===== config.mk =====
export PLATFORM = sky130hd
export DESIGN_NAME = fixed_point_alu_flat
export DESIGN_NICKNAME = d
export VERILOG_FILES = /design/src/sv/fpa_pkg.sv /design/src/sv/fpa_if.sv /design/src/sv/fpa_front.sv /design/src/sv/fpa_queue.sv /design/src/sv/fpa_divider.sv /design/src/sv/fpa_back.sv /design/src/sv/fixed_point_alu.sv /design/src/flat_wrapper.sv
export SDC_FILE = /design/constraint.sdc
export NUM_CORES = 2
export LEC_CHECK = 0
export ABC_AREA = 1
export BUFFER_PORTS_ARGS = -buffer_cell sky130_fd_sc_hd__buf_4
export CORE_UTILIZATION = 35
export DETAILED_ROUTE_END_ITERATION = 10
export SLEW_MARGIN = 20
export SYNTH_ARGS = -nofsm -noshare
export SYNTH_HDL_FRONTEND = slang
export SYNTH_SLANG_ARGS = --single-unit
export TNS_END_PERCENT = 50

===== constraint.sdc =====
create_clock -name clock -period 10.1 [get_ports clock]
set_input_delay 2.02 -clock clock [delete_from_list [all_inputs] [get_ports clock]]
set_output_delay 2.02 -clock clock [all_outputs]
set_load 0.05 [all_outputs]

===== src/sv/fpa_pkg.sv =====
// Package for the fixed-point ALU: widths, command codes and shared types.
package fpa_pkg;

   localparam int DataWidth = 32;
   localparam int CmdWidth = 4;
   localparam int FracBitsDefault = 8;
   localparam int QueueDepth = 2;

   typedef enum logic [CmdWidth-1:0] {
      CMD_ADD = 4'd0, CMD_SUB = 4'd1, CMD_MUL = 4'd2, CMD_DIV = 4'd3,
      CMD_LT = 4'd4, CMD_LE = 4'd5, CMD_GT = 4'd6, CMD_GE = 4'd7,
      CMD_EQ = 4'd8, CMD_NE = 4'd9, CMD_MIN = 4'd10, CMD_MAX = 4'd11,
      CMD_INC = 4'd12, CMD_DEC = 4'd13, CMD_FROM_INT = 4'd14, CMD_TO_INT = 4'd15
   } cmd_type;

   // Operation class chosen by the front end
   typedef enum logic [1:0] {
      CLS_SIMPLE = 2'd0, CLS_MUL = 2'd1, CLS_DIV = 2'd2
   } class_type;

   // Classified request handed from front to back
   typedef struct packed {
      class_type                   cls;
      logic                        div_zero;
      logic [DataWidth-1:0]        simple_result;
      logic                        simple_flag;
      logic                        a_neg;
      logic                        b_neg;
      logic                        res_neg;
      logic [DataWidth-1:0]        a_mag;
      logic [DataWidth-1:0]        b_mag;
   } work_type;

   typedef struct packed {
      logic [DataWidth-1:0] result;
      logic                 flag;
      logic                 div_by_zero;
   } rsp_type;

endpackage


===== src/sv/fpa_if.sv =====
// Valid/ready channel interfaces for requests and responses.
interface fpa_req_if;
   logic                               valid;
   logic                               ready;
   logic [fpa_pkg::CmdWidth-1:0]       command;
   logic signed [fpa_pkg::DataWidth-1:0] operand_a;
   logic signed [fpa_pkg::DataWidth-1:0] operand_b;
   modport source (output valid, command, operand_a, operand_b, input ready);
   modport sink (input valid, command, operand_a, operand_b, output ready);
endinterface

interface fpa_rsp_if;
   logic                               valid;
   logic                               ready;
   logic signed [fpa_pkg::DataWidth-1:0] result;
   logic                               flag;
   logic                               div_by_zero;
   modport source (output valid, result, flag, div_by_zero, input ready);
   modport sink (input valid, result, flag, div_by_zero, output ready);
endinterface


===== src/sv/fpa_front.sv =====
// Front end: accepts requests, evaluates the simple commands, classifies the rest.
module fpa_front #(
   parameter int FRAC_BITS = fpa_pkg::FracBitsDefault
) (
   input  logic               clock,
   input  logic               reset,
   fpa_req_if.sink            req,
   output logic               work_valid,
   input  logic               work_ready,
   output fpa_pkg::work_type  work
);
   localparam int W = fpa_pkg::DataWidth;

   logic              valid_ff, valid_in;
   fpa_pkg::work_type work_ff, work_in;
   logic signed [W-1:0] a, b;
   logic [W-1:0] ua, ub, res;
   logic lt, gt, eq, flg;
   fpa_pkg::cmd_type cmd;

   assign a = req.operand_a;
   assign b = req.operand_b;
   assign ua = a;
   assign ub = b;
   assign cmd = fpa_pkg::cmd_type'(req.command);
   assign lt = a < b;
   assign gt = a > b;
   assign eq = a == b;

   // Evaluate the simple commands
   always_comb begin
      res = '0;
      flg = 1'b0;
      case (cmd)
         fpa_pkg::CMD_ADD:      res = ua + ub;
         fpa_pkg::CMD_SUB:      res = ua - ub;
         fpa_pkg::CMD_LT:       flg = lt;
         fpa_pkg::CMD_LE:       flg = lt | eq;
         fpa_pkg::CMD_GT:       flg = gt;
         fpa_pkg::CMD_GE:       flg = gt | eq;
         fpa_pkg::CMD_EQ:       flg = eq;
         fpa_pkg::CMD_NE:       flg = !eq;
         fpa_pkg::CMD_MIN:      res = lt ? ua : ub;
         fpa_pkg::CMD_MAX:      res = gt ? ua : ub;
         fpa_pkg::CMD_INC:      res = ua + W'(1);
         fpa_pkg::CMD_DEC:      res = ua - W'(1);
         fpa_pkg::CMD_FROM_INT: res = ua << FRAC_BITS;
         fpa_pkg::CMD_TO_INT:   res = W'(a >>> FRAC_BITS);
         default:               res = '0;
      endcase
   end

   // Classify and capture operand magnitudes
   always_comb begin
      work_in.cls = fpa_pkg::CLS_SIMPLE;
      if (cmd == fpa_pkg::CMD_MUL) work_in.cls = fpa_pkg::CLS_MUL;
      if (cmd == fpa_pkg::CMD_DIV) work_in.cls = fpa_pkg::CLS_DIV;
      work_in.div_zero = (cmd == fpa_pkg::CMD_DIV) && (ub == '0);
      work_in.simple_result = res;
      work_in.simple_flag = flg;
      work_in.a_neg = a[W-1];
      work_in.b_neg = b[W-1];
      work_in.res_neg = a[W-1] ^ b[W-1];
      work_in.a_mag = a[W-1] ? (~ua + W'(1)) : ua;
      work_in.b_mag = b[W-1] ? (~ub + W'(1)) : ub;
   end

   assign req.ready = !valid_ff || work_ready;
   assign valid_in = req.valid ? 1'b1 : (work_ready ? 1'b0 : valid_ff);

   // Hold the stage until the queue takes it
   always_ff @(posedge clock) begin
      if (reset) valid_ff <= 1'b0;
      else valid_ff <= valid_in && req.ready ? 1'b1 : (valid_ff && !work_ready);
      if (req.valid && req.ready) work_ff <= work_in;
   end

   assign work_valid = valid_ff;
   assign work = work_ff;
endmodule


===== src/sv/fpa_queue.sv =====
// Short FIFO that decouples the front end from the execution back end.
module fpa_queue #(
   parameter int DEPTH = fpa_pkg::QueueDepth
) (
   input  logic              clock,
   input  logic              reset,
   input  logic              in_valid,
   output logic              in_ready,
   input  fpa_pkg::work_type in_data,
   output logic              out_valid,
   input  logic              out_ready,
   output fpa_pkg::work_type out_data
);
   localparam int AW = (DEPTH > 1) ? $clog2(DEPTH) : 1;

   fpa_pkg::work_type mem_ff [DEPTH];
   logic [AW-1:0] wr_ff, rd_ff;
   logic [AW:0]   cnt_ff;
   logic push, pop;

   assign in_ready = cnt_ff != (AW+1)'(DEPTH);
   assign out_valid = cnt_ff != '0;
   assign out_data = mem_ff[rd_ff];
   assign push = in_valid && in_ready;
   assign pop = out_valid && out_ready;

   // Advance pointers and count
   always_ff @(posedge clock) begin
      if (reset) begin
         wr_ff <= '0;
         rd_ff <= '0;
         cnt_ff <= '0;
      end else begin
         if (push) wr_ff <= (wr_ff == AW'(DEPTH-1)) ? '0 : wr_ff + AW'(1);
         if (pop) rd_ff <= (rd_ff == AW'(DEPTH-1)) ? '0 : rd_ff + AW'(1);
         cnt_ff <= cnt_ff + (AW+1)'(push) - (AW+1)'(pop);
      end
   end

   always_ff @(posedge clock) begin
      if (push) mem_ff[wr_ff] <= in_data;
   end
endmodule


===== src/sv/fpa_divider.sv =====
// Radix-2 restoring divider for the unsigned quotient of the divide command.
module fpa_divider #(
   parameter int FRAC_BITS = fpa_pkg::FracBitsDefault
) (
   input  logic                          clock,
   input  logic                          reset,
   input  logic                          start,
   input  logic [fpa_pkg::DataWidth-1:0] num_mag,
   input  logic [fpa_pkg::DataWidth-1:0] den_mag,
   output logic                          busy,
   output logic                          done,
   output logic [fpa_pkg::DataWidth-1:0] quotient
);
   localparam int W = fpa_pkg::DataWidth;
   localparam int NW = W + FRAC_BITS;
   localparam int CW = $clog2(NW + 1);

   logic [NW-1:0] num_ff, num_in;
   logic [W:0]    rem_ff, rem_in;
   logic [W-1:0]  den_ff;
   logic [CW-1:0] cnt_ff;
   logic          busy_ff, done_ff;
   logic [W:0]    trial;
   logic [W:0]    diff;

   // One quotient bit per cycle, shifted into the numerator register
   always_comb begin
      trial = {rem_ff[W-1:0], num_ff[NW-1]};
      diff = trial - {1'b0, den_ff};
      num_in = {num_ff[NW-2:0], !diff[W]};
      rem_in = diff[W] ? trial : diff;
   end

   always_ff @(posedge clock) begin
      if (reset) begin
         busy_ff <= 1'b0;
         done_ff <= 1'b0;
         cnt_ff <= '0;
      end else begin
         done_ff <= 1'b0;
         if (start) begin
            busy_ff <= 1'b1;
            cnt_ff <= CW'(NW);
         end else if (busy_ff) begin
            cnt_ff <= cnt_ff - CW'(1);
            if (cnt_ff == CW'(1)) begin
               busy_ff <= 1'b0;
               done_ff <= 1'b1;
            end
         end
      end
   end

   always_ff @(posedge clock) begin
      if (start) begin
         num_ff <= NW'(num_mag) << FRAC_BITS;
         rem_ff <= '0;
         den_ff <= den_mag;
      end else if (busy_ff) begin
         num_ff <= num_in;
         rem_ff <= rem_in;
      end
   end

   assign busy = busy_ff;
   assign done = done_ff;
   assign quotient = num_ff[W-1:0];
endmodule


===== src/sv/fpa_back.sv =====
// Back end: runs multiply and divide, selects results, holds the response register.
module fpa_back #(
   parameter int FRAC_BITS = fpa_pkg::FracBitsDefault
) (
   input  logic              clock,
   input  logic              reset,
   input  logic              work_valid,
   output logic              work_ready,
   input  fpa_pkg::work_type work,
   fpa_rsp_if.source         rsp
);
   localparam int W = fpa_pkg::DataWidth;

   logic   out_valid_ff;
   fpa_pkg::rsp_type out_ff;
   logic   mul_ff;
   logic   mul_neg_ff;
   logic [2*W-1:0] prod_ff;
   logic [2*W-1:0] shifted;
   logic   div_run_ff;
   logic   div_neg_ff;
   logic   out_free;
   logic   div_start, div_busy, div_done;
   logic [W-1:0] quot;
   logic   take;
   logic   is_div;

   assign out_free = !out_valid_ff || rsp.ready;
   assign is_div = (work.cls == fpa_pkg::CLS_DIV) && !work.div_zero;
   // Accept when the result path is free and nothing is in flight
   assign work_ready = out_free && !mul_ff && !div_run_ff;
   assign take = work_valid && work_ready;
   assign div_start = take && is_div;

   fpa_divider #(.FRAC_BITS(FRAC_BITS)) u_div (
      .clock(clock), .reset(reset), .start(div_start),
      .num_mag(work.a_mag), .den_mag(work.b_mag),
      .busy(div_busy), .done(div_done), .quotient(quot)
   );

   assign shifted = prod_ff >> FRAC_BITS;

   // Sequence multiply, divide and simple results into the output register
   always_ff @(posedge clock) begin
      if (reset) begin
         out_valid_ff <= 1'b0;
         mul_ff <= 1'b0;
         div_run_ff <= 1'b0;
      end else begin
         if (rsp.valid && rsp.ready) out_valid_ff <= 1'b0;
         if (mul_ff) begin
            mul_ff <= 1'b0;
            out_valid_ff <= 1'b1;
         end else if (div_done) begin
            div_run_ff <= 1'b0;
            out_valid_ff <= 1'b1;
         end else if (take) begin
            case (work.cls)
               fpa_pkg::CLS_MUL: mul_ff <= 1'b1;
               fpa_pkg::CLS_DIV: begin
                  if (is_div) div_run_ff <= 1'b1;
                  else out_valid_ff <= 1'b1;
               end
               default: out_valid_ff <= 1'b1;
            endcase
         end
      end
   end

   always_ff @(posedge clock) begin
      if (mul_ff) begin
         out_ff.result <= mul_neg_ff ? (~shifted[W-1:0] + W'(1)) : shifted[W-1:0];
         out_ff.flag <= 1'b0;
         out_ff.div_by_zero <= 1'b0;
      end else if (div_done) begin
         out_ff.result <= div_neg_ff ? (~quot + W'(1)) : quot;
         out_ff.flag <= 1'b0;
         out_ff.div_by_zero <= 1'b0;
      end else if (take) begin
         prod_ff <= work.a_mag * work.b_mag;
         mul_neg_ff <= work.res_neg;
         div_neg_ff <= work.res_neg;
         out_ff.result <= work.div_zero ? '0 : work.simple_result;
         out_ff.flag <= work.simple_flag;
         out_ff.div_by_zero <= work.div_zero;
      end
   end

   assign rsp.valid = out_valid_ff && !div_busy && !mul_ff;
   assign rsp.result = out_ff.result;
   assign rsp.flag = out_ff.flag;
   assign rsp.div_by_zero = out_ff.div_by_zero;
endmodule


===== src/sv/fixed_point_alu.sv =====
// Top level of the signed fixed-point ALU.
//
// Requests arrive on req (command, operand_a, operand_b) and each gives one
// response on rsp (result, flag, div_by_zero), in request order.
// A front stage registers and classifies each request and evaluates add,
// subtract, comparisons, min/max, inc/dec and the conversions; a two-entry
// queue feeds the back end, which owns the response register.
// Simple commands: one per cycle while rsp is not stalled and no multiply or
// divide is in flight; each passes the front stage, the queue and the
// response register. Multiply: the 32x32 magnitude product is registered and
// the back end takes no further request until the scaled product is in the
// response register. Divide: the radix-2 divider forms one quotient bit per
// cycle and the quotient is then registered; the back end takes no further request while it runs.
// A divide with operand_b zero is answered at once with result 0 and
// div_by_zero set.
// Reset empties the front stage, queue and response register.
// When rsp is stalled the response is held; the queue and front stage keep
// accepting requests until they fill, then req.ready drops.
module fixed_point_alu #(
   parameter int FRAC_BITS = fpa_pkg::FracBitsDefault
) (
   input  logic      clock,
   input  logic      reset,
   fpa_req_if.sink   req,
   fpa_rsp_if.source rsp
);
   logic              f_valid, f_ready, q_valid, q_ready;
   fpa_pkg::work_type f_work, q_work;

   fpa_front #(.FRAC_BITS(FRAC_BITS)) u_front (
      .clock(clock), .reset(reset), .req(req),
      .work_valid(f_valid), .work_ready(f_ready), .work(f_work)
   );

   fpa_queue #(.DEPTH(fpa_pkg::QueueDepth)) u_queue (
      .clock(clock), .reset(reset),
      .in_valid(f_valid), .in_ready(f_ready), .in_data(f_work),
      .out_valid(q_valid), .out_ready(q_ready), .out_data(q_work)
   );

   fpa_back #(.FRAC_BITS(FRAC_BITS)) u_back (
      .clock(clock), .reset(reset),
      .work_valid(q_valid), .work_ready(q_ready), .work(q_work), .rsp(rsp)
   );
endmodule

===== src/flat_wrapper.sv =====
// flat-port wrapper written by rule: the top's interface ports become plain ports
module fixed_point_alu_flat 
#(
   parameter int FRAC_BITS = fpa_pkg::FracBitsDefault
)
  (clock, reset, req_valid, req_command, req_operand_a, req_operand_b, req_ready, rsp_valid, rsp_result, rsp_flag, rsp_div_by_zero, rsp_ready);
  fpa_req_if req_i ();
  fpa_rsp_if rsp_i ();
  input  logic clock;
  input  logic reset;
  input wire logic [$bits(req_i.valid)-1:0] req_valid;
  input wire logic [$bits(req_i.command)-1:0] req_command;
  input wire logic [$bits(req_i.operand_a)-1:0] req_operand_a;
  input wire logic [$bits(req_i.operand_b)-1:0] req_operand_b;
  output wire logic [$bits(req_i.ready)-1:0] req_ready;
  output wire logic [$bits(rsp_i.valid)-1:0] rsp_valid;
  output wire logic [$bits(rsp_i.result)-1:0] rsp_result;
  output wire logic [$bits(rsp_i.flag)-1:0] rsp_flag;
  output wire logic [$bits(rsp_i.div_by_zero)-1:0] rsp_div_by_zero;
  input wire logic [$bits(rsp_i.ready)-1:0] rsp_ready;
  assign req_i.valid = req_valid;
  assign req_i.command = req_command;
  assign req_i.operand_a = req_operand_a;
  assign req_i.operand_b = req_operand_b;
  assign req_ready = req_i.ready;
  assign rsp_valid = rsp_i.valid;
  assign rsp_result = rsp_i.result;
  assign rsp_flag = rsp_i.flag;
  assign rsp_div_by_zero = rsp_i.div_by_zero;
  assign rsp_i.ready = rsp_ready;
  fixed_point_alu #(.FRAC_BITS(FRAC_BITS)) u_core (.clock(clock), .reset(reset), .req(req_i), .rsp(rsp_i));
endmodule

==> reports/results.ini <==
[layout]
diodes=0
layout.cells.non_filler=8314
finalNetCount=7297
register_area_sq_um=14200
syn2layout_area_growth_pct=9.43
final_area_sq_um=56500
final_util_pct=38.7
nFillCells=15000
multi_input_area_sq_um=32400
drive_above_1_share_pct=6.66

[setup_path]
slowest_delay_ns=0.68
crit_path_max_fanout=42
timing.rr.end=u_core.u_back.prod_ff[34]
crit_path_end_kind=flop
crit_top_cell=nand2_1
required_ns=10.54
rr_worst_depth=29
arrival_ns=9.26
crit_path_end=u_core.u_back.prod_ff[34]
critPathSlowestCell=dfxtp_4
startpoint_type=flop
critical_path_class=reg2reg
ff2ff_setup_slack_ns=1.28

[timing]
finalSetupTns_ns=0
setup_viol=0
relSlewSlack_pct=22.3
finalHoldViolCount=0
timing.fmax_mhz=113
worstMarginPinSlew_ns=1.17
slew_viol_final=0
grt_setup_unrepaired=false
finClkSkew_ns=0.0417
fin_crit_sh_pct=87.3
fin_crit_ns=8.82

[synthesis]
ys_types=65
yosys_warnings=0
syn-instance-count=6306
synth_ff_type=edfxtp_1
synth_top_area_share_pct=25.1
syn_nets=7250
avgSynthCellArea_sq_um=8.19
synth_top_cell_by_area=edfxtp_1
synth_edf_count=432
syn_area_sq_um=51700
ys_ff_latch=491
ys_seq_area_share_pct=27.4
async_reset_ff_share_pct=0
synth_area_leaders=edfxtp_1, fa_1, nand2_1

[place]
dpl_cell_area_sq_um=54700
gp_congestion=1.02
io_buffers=107
dp_hpwl_microns=150000
dp_cells=8213

[die]
die_x_microns=386
boundaryPins=108
start_util_pct=35.4
die_y_microns=386
die_area_sq_um=149000
core_area_sq_um=146000
rows=140

[clocking]
cts_setup_buffers=0
clock-sinks=491
clockRootBuffer=clkbuf_16
htree_levels=2
holdBufCountCts=0
cts.path.max_buffers=3
cts-resized-gates=0
worstSkewPairLatency_ns=0.68
cts_tree=done
cts_buffers=55
clkTransAtPathRegs_ns=0.06

[global_routing]
grt_max_degree=70
antenna_found_initial=4
grt_use_total_pct=25.5
grt_pass1_wl_microns=282000
grt_pass1_vias=44300
gr-total-overflow=0

[run]
drv_cap=0

[route]
post_drt_wl_per_cell_microns=22.7
ant_nets=0
drtPass1Iterations=6
drtIter0Drc=4229
routed_wl_microns=189000
num_vias=43900
routed_via_density=5.28
drc=0

[status]
status=completed

[min_path]
hp-class=reg2reg

==> registers in the layout, summed over array words and instances (netlist names), named ones only <==
name                           count
u_core.u_back.div_neg_ff           1
u_core.u_back.div_run_ff           1
u_core.u_back.mul_ff               1
u_core.u_back.out_valid_ff         1
u_core.u_back.prod_ff             32
u_core.u_back.rsp.div_by_zero      1
u_core.u_back.rsp.flag             1
u_core.u_back.rsp.result          32
u_core.u_back.u_div.busy           1
u_core.u_back.u_div.cnt_ff         6
u_core.u_back.u_div.den_ff        32
u_core.u_back.u_div.done           1
u_core.u_back.u_div.num_ff        40
u_core.u_back.u_div.rem_ff        32
u_core.u_front.work              101
u_core.u_front.work_valid          1
u_core.u_queue.cnt_ff              2
u_core.u_queue.mem_ff            202
u_core.u_queue.rd_ff               1
u_core.u_queue.wr_ff               1
==> final cells by class <==
class	count	share of cell area [%]
multi-input cells	4478	57.4
flip-flops and latches	491	25.0
inverters	1139	7.57
well taps	1917	4.24
clock buffers	65	2.61
repair buffers	188	2.50
clock inverters	36	0.644
==> synth_stat cells, types with 21 or more instances <==
| cell | instances |
|---|---|
| nand2_1 | 1357 |
| inv_1 | 1112 |
| nor2_1 | 861 |
| fa_1 | 626 |
| edfxtp_1 | 432 |
| nand3_1 | 252 |
| a21oi_1 | 247 |
| ha_1 | 246 |
| o21ai_0 | 246 |
| clkbuf_1 | 142 |
| xor2_1 | 82 |
| dfxtp_1 | 59 |
| o21ai_1 | 58 |
| xnor2_1 | 48 |
| o22ai_1 | 45 |
| nor3_1 | 43 |
| or2_2 | 42 |
| o211ai_1 | 41 |
| nand4_1 | 36 |
| nand2_2 | 27 |
| buf_2 | 26 |
| a31oi_1 | 24 |
| nand3b_1 | 24 |
| o21bai_1 | 21 |
==> layout by cell type, fill, tap and decap left out, types with 9 or more instances in the layout <==
cell and n:
nand2_1 1355, inv_1 1111, nor2_1 858, fa_1 626, edfxtp_1 432, nand3_1 252, a21oi_1 247, ha_1 246
o21ai_0 242, buf_4 188, xor2_1 82, clkbuf_16 58, dfxtp_1 58, xnor2_1 48, o21ai_1 46, o22ai_1 45
or2_2 42, nor3_1 42, o211ai_1 41, nand4_1 36, o21ai_2 29, nand2_2 29, clkinv_1 27, a31oi_1 24
nand3b_1 24, o21bai_1 21, nor4_1 18, a21o_1 17, o21a_1 15, inv_2 12, a21boi_0 12, nor3_2 9
==> stage by stage <==
stage               setup slack (ns)  hold WS [ns]
floorplan                       2.62         0.421
global placement                1.41         0.425
detailed placement              1.28         0.430
CTS                             1.25         0.427
global route                   0.779         0.442
finish                          1.28         0.440
==> metal layers <==
layer / part of all wire (%) / up-vias / track usage, %
met1: 40 / 21500 / 32.4
li1: - / 19900 / -
met2: 45 / 2001 / 41.1
met5: 0.013 / - / 0
met3: 8.9 / 466 / 4.96
met4: 6.1 / 4 / 13.4
==> cells by family (layout without fill, tap and decap cells) <==
logic type	count (synthesis)	count (layout)	synth area share [%]
simple gates	2694	2694	21.5
compound gates	781	781	8.69
flops	491	491	27.4
xor+xnor	130	130	2.20
buf+inv	1337	1428	10.0
fa+ha+maj	872	872	30.2
mux	1	1	0.0194
==> critical path: cells and delay by family (launching register included) <==
family                   cells  cell delay (ns)
AO/OA/AOI/OAI                4             0.95
adder cells (fa/ha/maj)      9             4.28
buffers and inverters        6             1.68
flip-flops                   1             0.68
AND/OR/NAND/NOR             10             0.91
==> worst min-delay path by stage <==
stage                                               to                     from  cells after the start
final                     u_core.u_queue.mem_ff[0][54]  u_core.u_front.work[54]                      0
after global routing      u_core.u_queue.mem_ff[0][54]  u_core.u_front.work[54]                      0
after CTS                 u_core.u_queue.mem_ff[0][54]  u_core.u_front.work[54]                      0
after detailed placement  u_core.u_queue.mem_ff[0][22]  u_core.u_front.work[22]                      0
after global placement    u_core.u_queue.mem_ff[0][54]  u_core.u_front.work[54]                      0
after floorplan            u_core.u_queue.mem_ff[0][0]   u_core.u_front.work[0]                      0
Power is left out: the tool's default activity adds up to more than one toggle a clock period on the data nets, which glitch-free logic cannot reach.
